$ cat config.mk
export PLATFORM = sky130hd
export DESIGN_NAME = ccs_ram
export DESIGN_NICKNAME = d
export VERILOG_FILES = /design/src/hw/rtl/cellular_cave_smoother_assert.svh /design/src/hw/rtl/ccs_ram.sv
export SDC_FILE = /design/constraint.sdc
export NUM_CORES = 1
export LEC_CHECK = 0
export BUFFER_PORTS_ARGS = -buffer_cell sky130_fd_sc_hd__buf_2
export CORE_ASPECT_RATIO = 1.5
export CORE_MARGIN = 1
export CORE_UTILIZATION = 55
export CTS_CLUSTER_SIZE = 25
export DETAILED_ROUTE_END_ITERATION = 7
export MAX_ROUTING_LAYER = met4
export PLACE_DENSITY = 0.73
export SETUP_SLACK_MARGIN = 0.02
export SLEW_MARGIN = 20
export SYNTH_ARGS = -nofsm -noshare
export SYNTH_HDL_FRONTEND = slang
export SYNTH_SLANG_ARGS = --single-unit
$ cat constraint.sdc
create_clock -name clk -period 1.9 [get_ports clk]
set_clock_uncertainty 0.1 [all_clocks]
set_input_delay 0.095 -clock clk [delete_from_list [all_inputs] [get_ports clk]]
set_output_delay 0.095 -clock clk [all_outputs]
set_load 0.02 [all_outputs]
$ cat src/hw/rtl/cellular_cave_smoother_assert.svh
// ---------------------------------------------------------------------------
// Cave smoother assertion macros
// Shorthand for the concurrent checks; the including module provides
// clk and rst_n.
// ---------------------------------------------------------------------------
`ifndef CELLULAR_CAVE_SMOOTHER_ASSERT_SVH
`define CELLULAR_CAVE_SMOOTHER_ASSERT_SVH

// Same-cycle implication, sampled on clk, off while in reset
`define CCS_ASSERT_IMP(label, ante, cons, msg) \
  label: assert property (@(posedge clk) disable iff (!rst_n) (ante) |-> (cons)) \
    else $error(msg);

// Next-cycle implication, sampled on clk, off while in reset
`define CCS_ASSERT_NXT(label, ante, cons, msg) \
  label: assert property (@(posedge clk) disable iff (!rst_n) (ante) |=> (cons)) \
    else $error(msg);

// Condition that must never be true
`define CCS_ASSERT_NEVER(label, cond, msg) \
  label: assert property (@(posedge clk) disable iff (!rst_n) !(cond)) \
    else $error(msg);

`endif

$ cat src/hw/rtl/ccs_ram.sv
// ---------------------------------------------------------------------------
// Generic RAM
// One write port and one read port, read data registered; the read data
// holds while no read is issued.
// ---------------------------------------------------------------------------
`default_nettype none

module ccs_ram #(
  parameter int WIDTH = 8,
  parameter int DEPTH = 16
) (
  input  wire logic                     clk,
  input  wire logic                     wr_en,
  input  wire logic [$clog2(DEPTH)-1:0] wr_addr,
  input  wire logic [WIDTH-1:0]         wr_data,
  input  wire logic                     rd_en,
  input  wire logic [$clog2(DEPTH)-1:0] rd_addr,
  output logic      [WIDTH-1:0]         rd_data
);

  logic [WIDTH-1:0] mem [DEPTH];

  // Write port
  always_ff @(posedge clk) begin
    if (wr_en) begin
      mem[wr_addr] <= wr_data;
    end
  end

  // Registered read port
  always_ff @(posedge clk) begin
    if (rd_en) begin
      rd_data <= mem[rd_addr];
    end
  end

endmodule

`default_nettype wire

==> results of run 1 <==
cell usage after synthesis:
| cell | n |
|---|---|
| edfxtp_1 | 136 |
| mux4_2 | 18 |
| a22oi_1 | 16 |
| mux4_1 | 14 |
| nor2_1 | 13 |
| nand2_1 | 9 |
| nor3_1 | 4 |
| buf_2 | 3 |
| buf_6 | 3 |
| clkdlybuf4s25_2 | 3 |
| nand2b_1 | 2 |
| nand3b_1 | 2 |
| and2_1 | 1 |
| and2b_1 | 1 |
| buf_4 | 1 |
| nand3_1 | 1 |
| nor2b_1 | 1 |
| or3b_2 | 1 |
power breakdown:
| group | internal [mW] | switching [mW] | total [mW] |
|---|---|---|---|
| sequential | 3.38 | 0.0170 | 3.40 |
| clock | 1.90 | 1.08 | 2.98 |
| combinational | 0.150 | 0.186 | 0.336 |
| total | 5.43 | 1.28 | 6.71 |
area by class of cell:
cell class,instances,area [um^2],share of cell area
flip-flops and latches,136,4084,0.6532
well taps,112,140.1,0.02241
multi-input cells,83,1057,0.1691
clock inverters,12,108.9,0.01741
clock buffers,20,436.7,0.06984
repair buffers,59,425.4,0.06804
metrics by stage:
stage                     instances  total power [mW]  worst slack [ns]  instance area (um^2)  utilization
final                           422             6.714            0.2712                  6252       0.6756
after global routing            422             6.918            0.2200                  6252       0.6756
after CTS                       422             6.759            0.2525                  6252       0.6756
after detailed placement        381             3.786           0.08931                  5617       0.6070
after global placement          381             3.774            0.1348                  5617       0.6070
after floorplan                 229             3.645            0.2121                  5228            -
worst paths after layout:
| check | startpoint | end | slack [ns] | depth (start not counted) |
|---|---|---|---|---|
| worst max-delay path | mem[2][0] | rd_data[0] | 0.27 | 3 |
| worst max register to register | mem[2][0] | rd_data[0] | 0.27 | 3 |
| worst min register to register | mem[7][7] | rd_data[7] | 0.66 | 3 |
| worst min-delay path | wr_addr[0] | mem[4][0] | 0.14 | 3 |
per-layer routing:
layer,vias up,GRT usage
met1,1238,0.2591
met2,78,0.3719
met3,4,0.06316
met4,0,0.09759
met5,-,-
li1,1118,-
registers in the layout (all words and copies together), names as in the netlist:
register,flops
rd_data,8
mem,128
repair_timing:
item,in CTS,in global routing
gates resized for setup,0,0
buffers inserted,0,0
endpoints found under the setup margin,0,0
hold buffers,9,0
hold endpoints to repair,136,0
logic make-up (layout without fill, tap and decap cells):
kind of cell / count (synthesis) / in the layout / share of synthesized area
simple gates: 35 / 35 / 0.03136
flops: 136 / 136 / 0.7812
buf+inv: 10 / 91 / 0.01651
mux: 32 / 32 / 0.1479
compound gates: 16 / 16 / 0.02298
worst max-delay path: stages, from the launching register on:
cell      delay [ns]
edfxtp_1        0.36
mux4_1          0.51
a22oi_1         0.25
nand2_1         0.14
==> impl_metrics.csv, run 1 <==
group,metric,value,unit
status,run_status,"complete, no violations",
logic_synthesis,ys_seq_elements,136,
clocking,clockBufferDepth,2,
setup_path,worstSetupEndpointType,"flop",
clocking,clock_latency,0.41,ns
sta,fin_crit,1.629,ns
route,wl_per_cell,21.53,um
logic_synthesis,yosysSeqAreaShare,0.7812,
layout,n_fill_cell,605,
die,num_rows,43,
setup_path,required,1.93,ns
layout,final_common_cell,"edfxtp_1",
global_route,grt_pass1_vias,2587,
route,first_iter_violations,153,
clocking,htreeDepth,4,
layout,layout_common_cells,"edfxtp_1 (136), buf_2 (26), buf_4 (22)",
worst_hold_path,worstHoldPathType,"primary input to flop",
sta,slew_violations,0,
sta,slew_headroom,0.6887,
sta,fmax,614.0,MHz
sta,finalCritPeriodShare,0.8573,
layout,n_antenna_cell,0,
logic_synthesis,synth.avg_cell_area,22.83,um^2
logic_synthesis,synth_cells,229,
die,die_area,9906,um^2
global_route,antenna_found_initial,0,
logic_synthesis,synth_cell_types,18,
global_route,grt_max_degree,21,
logic_synthesis,ys_top_cells_by_area,"edfxtp_1 (78%), mux4_2 (7.8%), mux4_1 (7.0%)",
power_and_ir_drop,leakage,2.152,nW
global_route,grt_use_total,0.2271,
route,vias_per_cell,5.777,
sta,worst_pin_slew,0.4652,ns
sta,hold_viol,0,
sta,setup-tns-final,0,ns
global_route,grt_pass1_wl,14410,um
power_and_ir_drop,ir_worst_vdd,0.8644,mV
route,maxUsedRoutingLayer,"met4",
logic_synthesis,syn_nets,248,
route,drc_errors,0,
die,initial_utilization,0.5649,
die,ios,27,
placed_design,hpwl,6397,um
logic_synthesis,synth.cell_area,5228,um^2
setup_path,criticalPathCategory,"flop to flop",
logic_synthesis,synth.top_cell.area_share,0.7812,
setup_path,worstPathMaxFanout,1,
route,met2_length,5118,um
die,die_y,121.4,um
logic_synthesis,yosys.area.top_type,"edfxtp_1",
clocking,cts_made_buffers,17,
global_route,overflow,0,
logic_synthesis,yosys_warnings,0,
power_and_ir_drop,power-per-cell-area,1074,nW/um^2
clocking,clkSinkCount,136,
clocking,path_clk_slew,0.05,ns
sta,rsz0062_at_grt,"false",
setup_path,startpoint_type,"flop",
route,drtPass1Iterations,4,
job,max-cap-violations,0,
setup_path,critPathArrivalTime,1.66,ns
clocking,tritoncts,"built",
route,wl_met3,391,um
layout,syn_to_final_growth,19.60,%
placed_design,place_congestion,0.7456,
die,core_area,9254,um^2
layout,layout.nets,316,
die,die_x,81.60,um
layout,drive_above_1_share,0.3065,
route,vias,2438,
clocking,cts-root-buf,"clkbuf_16",
sta,hold-worst-slack,0.1404,ns
route,ant_nets,0,
sta,setup_viol,0,
placed_design,numPortBuffers,26,
route,met1Wirelength,3487,um
route,routed_wl,9086,um
Note: power is estimated with default switching activity, not from simulation.
==> run 2: changes to the inputs <==
--- a/config.mk
+++ b/config.mk
@@ -8,11 +8,11 @@
 export BUFFER_PORTS_ARGS = -buffer_cell sky130_fd_sc_hd__buf_2
 export CORE_ASPECT_RATIO = 1.5
 export CORE_MARGIN = 1
-export CORE_UTILIZATION = 55
+export CORE_UTILIZATION = 60
 export CTS_CLUSTER_SIZE = 25
 export DETAILED_ROUTE_END_ITERATION = 7
 export MAX_ROUTING_LAYER = met4
-export PLACE_DENSITY = 0.73
+export PLACE_DENSITY = 0.78
 export SETUP_SLACK_MARGIN = 0.02
 export SLEW_MARGIN = 20
 export SYNTH_ARGS = -nofsm -noshare
==> impl_metrics.csv, run 2 (synthesized netlist as in run 1, its figures left out) <==
group,metric,value,unit
status,run_status,"complete, no violations",
layout,syn_to_final_growth,18.72,%
route,drc_errors,0,
die,num_rows,41,
route,drtPass1Iterations,4,
worst_hold_path,worstHoldStart,"wr_addr[0]",
global_route,grt_max_degree,33,
setup_path,startpoint,"mem[6][5]",
setup_path,path_cells,"mux4_2 > a22oi_1 > nand2_1",
setup_path,path_buf_inv,0,
sta,finalCritPeriodShare,0.8572,
global_route,grt_use_total,0.2558,
layout,largestRegisters,"mem (128), rd_data (8)",
setup_path,worstPathMaxFanout,1,
placed_design,numPortBuffers,26,
clocking,cts_made_buffers,17,
global_route,overflow,0,
sta,slew_headroom,0.7521,
global_route,antenna_found_initial,0,
die,die_x,78.21,um
clocking,clockBufferDepth,2,
global_route,grt_pass1_wl,14940,um
die,die_y,116.3,um
clocking,path_clk_slew,0.05,ns
setup_path,r2r-start,"mem[6][5]",
setup_path,endpoint,"rd_data[5]",
setup_path,reg2reg_slack,0.27,ns
job,max-cap-violations,0,
layout,layout_common_cells,"edfxtp_1 (136), buf_2 (26), buf_4 (20)",
setup_path,critical_path.slowest_cell,"mux4_2",
route,ant_nets,0,
setup_path,cp.depth,3,
clocking,tritoncts,"built",
power_and_ir_drop,leakage,2.128,nW
setup_path,criticalPathCategory,"flop to flop",
placed_design,place_congestion,0.7651,
sta,worst_pin_slew,0.3704,ns
layout,regMostFlops,"mem",
setup_path,required,1.95,ns
setup_path,r2r_end,"rd_data[5]",
layout,utilization,0.7377,
die,initial_utilization,0.6214,
die,die_area,9097,um^2
placed_design,pre_cts_ws,0.07930,ns
sta,rsz0062_at_grt,"false",
setup_path,critPathArrivalTime,1.68,ns
sta,fmax,614.0,MHz
worst_hold_path,worstHoldPathType,"primary input to flop",
sta,setup-tns-final,0,ns
sta,worst_slack,0.2713,ns
layout,final_cell_area,6206,um^2
die,core_area,8413,um^2
clocking,hold_buffers,9,
clocking,cts.repair.resized,0,
clocking,htreeDepth,4,
setup_path,rr_worst_depth,3,
die,ios,27,
sta,hold_viol,0,
setup_path,max_stage_delay,0.53,ns
clocking,cts-root-buf,"clkbuf_16",
layout,largest_reg_flops,128,
sta,setup_viol,0,
route,vias,2570,
setup_path,path_delay_family,"multiplexers",
layout,final_common_cell,"edfxtp_1",
sta,slew_violations,0,
setup_path,worstSetupEndpointType,"flop",
power_and_ir_drop,ir_worst_vdd,0.7065,mV
route,wl_per_cell,24.28,um
layout,layout.nets,315,
power_and_ir_drop,power-per-cell-area,1058,nW/um^2
clocking,clock_latency,0.41,ns
placed_design,hpwl,6207,um
route,first_iter_violations,222,
layout,drive_above_1_share,0.2908,
setup_path,startpoint_type,"flop",
clocking,postCtsSetupBuffers,0,
sta,fin_crit,1.629,ns
placed_design,place_area,5615,um^2
layout,n_antenna_cell,0,
clocking,clkSinkCount,136,
route,routed_wl,10030,um
global_route,grt_pass1_vias,2635,
route,vias_per_cell,6.223,
-- run 2: changes by cell type in the layout (fill, tap and decap cells not counted), sizes merged --
cell	before	now
buf	50	49
clkinv	9	6
clkbuf	20	22
clkinvlp	1	0
bufinv	2	1
-- run 2: layout make-up --
type,instances,area (um^2)
sequential,136,4084
clock buffer,22,444.2
tap,107,133.9
clock inverter,7,56.30
timing repair buffer,58,430.4
fill,488,2207
multi-input combinational,83,1057
-- run 2: how the worst min path moves through the flow --
| stage | end | cells after the start |
|---|---|---|
| after floorplan | mem[0][0] | 0 |
| after global placement | rd_data[5] | 1 |
| after detailed placement | rd_data[0] | 1 |
| after CTS | mem[4][6] | 3 |
| after global routing | mem[4][7] | 3 |
| final | mem[4][7] | 3 |
-- run 2: metal layers --
layer	up-vias	GRT usage	routed length (um)
met2	117	0.4070	5263
met4	0	0.1481	415
li1	1115	-	-
met5	-	-	0
met1	1301	0.2945	3830
met3	37	0.06953	518
-- run 2: tightest hold or removal path, delay by kind of cell --
family / cells / cell delay (ns)
buf+inv: 2 / 0.29
simple gates: 1 / 0.08
-- run 2: stage by stage --
stage                     instances  hold WS (ns)  power [mW]
after floorplan                 229       0.09387       3.645
after global placement          375        0.3659       3.775
after detailed placement        375        0.3692       3.790
after CTS                       413        0.1142       6.613
after global routing            413        0.1342       6.753
final                           413        0.1352       6.565
-- run 2: report_power, final --
part           internal [mW]  switching (mW)
combinational          0.152           0.193
sequential              3.38          0.0182
clock                   1.75            1.07
total                   5.29            1.28
==> run 3: changes to the inputs <==
--- a/config.mk
+++ b/config.mk
@@ -5,16 +5,20 @@
 export SDC_FILE = /design/constraint.sdc
 export NUM_CORES = 1
 export LEC_CHECK = 0
+export ABC_AREA = 1
 export BUFFER_PORTS_ARGS = -buffer_cell sky130_fd_sc_hd__buf_2
+export CELL_PAD_IN_SITES_DETAIL_PLACEMENT = 1
+export CELL_PAD_IN_SITES_GLOBAL_PLACEMENT = 2
 export CORE_ASPECT_RATIO = 1.5
 export CORE_MARGIN = 1
-export CORE_UTILIZATION = 60
+export CORE_UTILIZATION = 41
 export CTS_CLUSTER_SIZE = 25
 export DETAILED_ROUTE_END_ITERATION = 7
 export MAX_ROUTING_LAYER = met4
-export PLACE_DENSITY = 0.78
+export PLACE_DENSITY_LB_ADDON = 0.1
 export SETUP_SLACK_MARGIN = 0.02
 export SLEW_MARGIN = 20
 export SYNTH_ARGS = -nofsm -noshare
 export SYNTH_HDL_FRONTEND = slang
 export SYNTH_SLANG_ARGS = --single-unit
+export TNS_END_PERCENT = 50
==> impl_metrics.csv, run 3 <==
group,metric,value,unit
logic_synthesis,synth_top_family_by_area,"simple AND/OR/NAND/NOR gates",
logic_synthesis,synth_xor_xnor_area_share,0,
clocking,postCtsSetupBuffers,0,
layout,n_fill_cell,1522,
layout,multi_input_area,1214,um^2
die,die_area,14750,um^2
route,wl_per_cell,19.08,um
logic_synthesis,yosys.area.top_type,"edfxtp_1",
clocking,cts_made_buffers,17,
logic_synthesis,syn_nets,570,
logic_synthesis,synth.mux.area_fraction,0,
layout,layout_common_cells,"nand2_1 (173), edfxtp_1 (136), inv_1 (100)",
job,max-cap-violations,0,
layout,register_area,4084,um^2
layout,final_common_cell,"nand2_1",
route,vias_per_cell,4.899,
placed_design,place_congestion,0.7932,
layout,stdcell_count,809,
setup_path,critPathArrivalTime,1.37,ns
layout,layout.nets,623,
global_route,antenna_found_initial,0,
logic_synthesis,async_flop_share,0,
route,drc_errors,0,
route,wl_met3,411,um
setup_path,startpoint_type,"flop",
logic_synthesis,synth.avg_cell_area,10.61,um^2
setup_path,rr_worst_depth,6,
logic_synthesis,ys_top_cells_by_area,"edfxtp_1 (70%), nand2_1 (11%), nand3_1 (8.3%)",
logic_synthesis,synth_cell_types,11,
clocking,tritoncts,"built",
placed_design,numPortBuffers,26,
placed_design,place_inst,770,
layout,syn_to_final_growth,17.80,%
setup_path,criticalPathCategory,"flop to flop",
die,die_y,148.3,um
sta,worst_pin_slew,0.4435,ns
layout,n_antenna_cell,0,
global_route,overflow,0,
sta,fin_crit,1.294,ns
clocking,path_clk_slew,0.06,ns
sta,fmax,772.8,MHz
logic_synthesis,synth_common_cells,"nand2_1 (173), edfxtp_1 (136), inv_1 (100)",
clocking,cts-root-buf,"clkbuf_16",
global_route,grt_pass1_wl,24120,um
placed_design,hpwl,9426,um
layout,regMostFlops,"mem",
global_route,grt_max_degree,65,
worst_hold_path,hold_depth,1,
setup_path,worstPathMaxFanout,1,
route,drtPass1Iterations,4,
logic_synthesis,synth_flop_cell,"edfxtp_1",
worst_hold_path,worstHoldStart,"wr_data[5]",
setup_path,worstSetupEndpointType,"flop",
clocking,cts.repair.resized,0,
sta,hold_viol,0,
sta,slew_headroom,0.7032,
die,initial_utilization,0.4179,
logic_synthesis,ys_seq_elements,136,
sta,slew_violations,0,
route,ant_nets,0,
route,met2_length,8319,um
setup_path,required,1.98,ns
die,core_area,13990,um^2
logic_synthesis,synth-compound-area-share,0,
die,ios,27,
logic_synthesis,yosys.cell_count.top_type,"nand2_1",
die,num_rows,53,
layout,largestRegisters,"mem (128), rd_data (8)",
clocking,hold_buffers,7,
power_and_ir_drop,ir_worst_vdd,0.6790,mV
layout,largest_reg_flops,128,
logic_synthesis,synth.top_cell.area_share,0.6985,
layout,drive_above_1_share,0.1345,
logic_synthesis,yosysSeqAreaShare,0.6985,
clocking,clock_latency,0.42,ns
clocking,clkSinkCount,136,
route,first_iter_violations,187,
sta,setup-tns-final,0,ns
logic_synthesis,synth.cell_area,5847,um^2
setup_path,startpoint,"mem[15][0]",
power_and_ir_drop,power-per-cell-area,1012,nW/um^2
route,met1Wirelength,6300,um
logic_synthesis,synth_cells,551,
route,routed_wl,15440,um
global_route,grt_use_total,0.2378,
setup_path,r2r-start,"mem[15][0]",
logic_synthesis,yosys_warnings,0,
worst_hold_path,worstHoldPathType,"primary input to flop",
power_and_ir_drop,leakage,2.955,nW
logic_synthesis,synthAdderAreaFrac,0,
logic_synthesis,synth_simple_gate_area_frac,0.2076,
sta,rsz0062_at_grt,"false",
route,vias,3963,
layout,utilization,0.4923,
route,maxUsedRoutingLayer,"met4",
logic_synthesis,synth_edf_count,136,
die,die_x,99.51,um
clocking,clockBufferDepth,2,
clocking,htreeDepth,4,
sta,setup_viol,0,
status,run_status,"complete, no violations",
global_route,grt_pass1_vias,4285,
sta,finalCritPeriodShare,0.6811,
run 3: where the power goes:
group / internal, mW / leakage [nW] / switching [mW]
Combinational: 0.135 / 1.46 / 0.315
Sequential: 3.38 / 1.24 / 0.0194
Clock: 1.81 / 0.257 / 1.32
Total: 5.32 / 2.96 / 1.65
run 3: metrics by stage:
step	setup WS [ns]	total power [mW]	instance area (um^2)	hold slack, ns
6_report	0.6059	6.973	6888	0.02460
3_5_place_dp	0.4032	3.907	6264	0.4047
2_1_floorplan	0.7542	3.713	5847	0.09387
4_1_cts	0.5932	7.048	6888	0.01221
3_3_place_gp	0.4058	3.897	6264	0.3955
5_1_grt	0.5344	7.193	6888	0.02180
run 3: metal layers:
layer,up-vias,global-route usage
met5,-,-
met4,0,0.1044
met3,26,0.03994
met2,77,0.4128
met1,1971,0.2688
li1,1889,-
run 3: worst max-delay path, cell delays in order (launching register included):
cell,delay (ns)
edfxtp_1,0.41
inv_1,0.08
nand2_1,0.06
nand3_1,0.10
nand3_1,0.12
nand3_1,0.13
nand2_1,0.05
run 3: final cells by class:
| cell class | instances | area share |
|---|---|---|
| timing repair buffer | 58 | 0.05995 |
| sequential | 136 | 0.5929 |
| multi-input combinational | 289 | 0.1762 |
| inverter | 102 | 0.05559 |
| clock inverter | 14 | 0.01817 |
| tap | 192 | 0.03488 |
| clock buffer | 18 | 0.06231 |
run 3: worst paths after layout:
check / slack (ns) / to
worst max-delay path: 0.61 / rd_data[0]
worst min register to register: 0.63 / rd_data[7]
worst min-delay path: 0.02 / mem[7][5]
worst max register to register: 0.61 / rd_data[0]
run 3: kinds of logic after synthesis:
kind of cell | count (synthesis)
AND/OR/NAND/NOR | 289
flip-flops | 136
buffers and inverters | 126
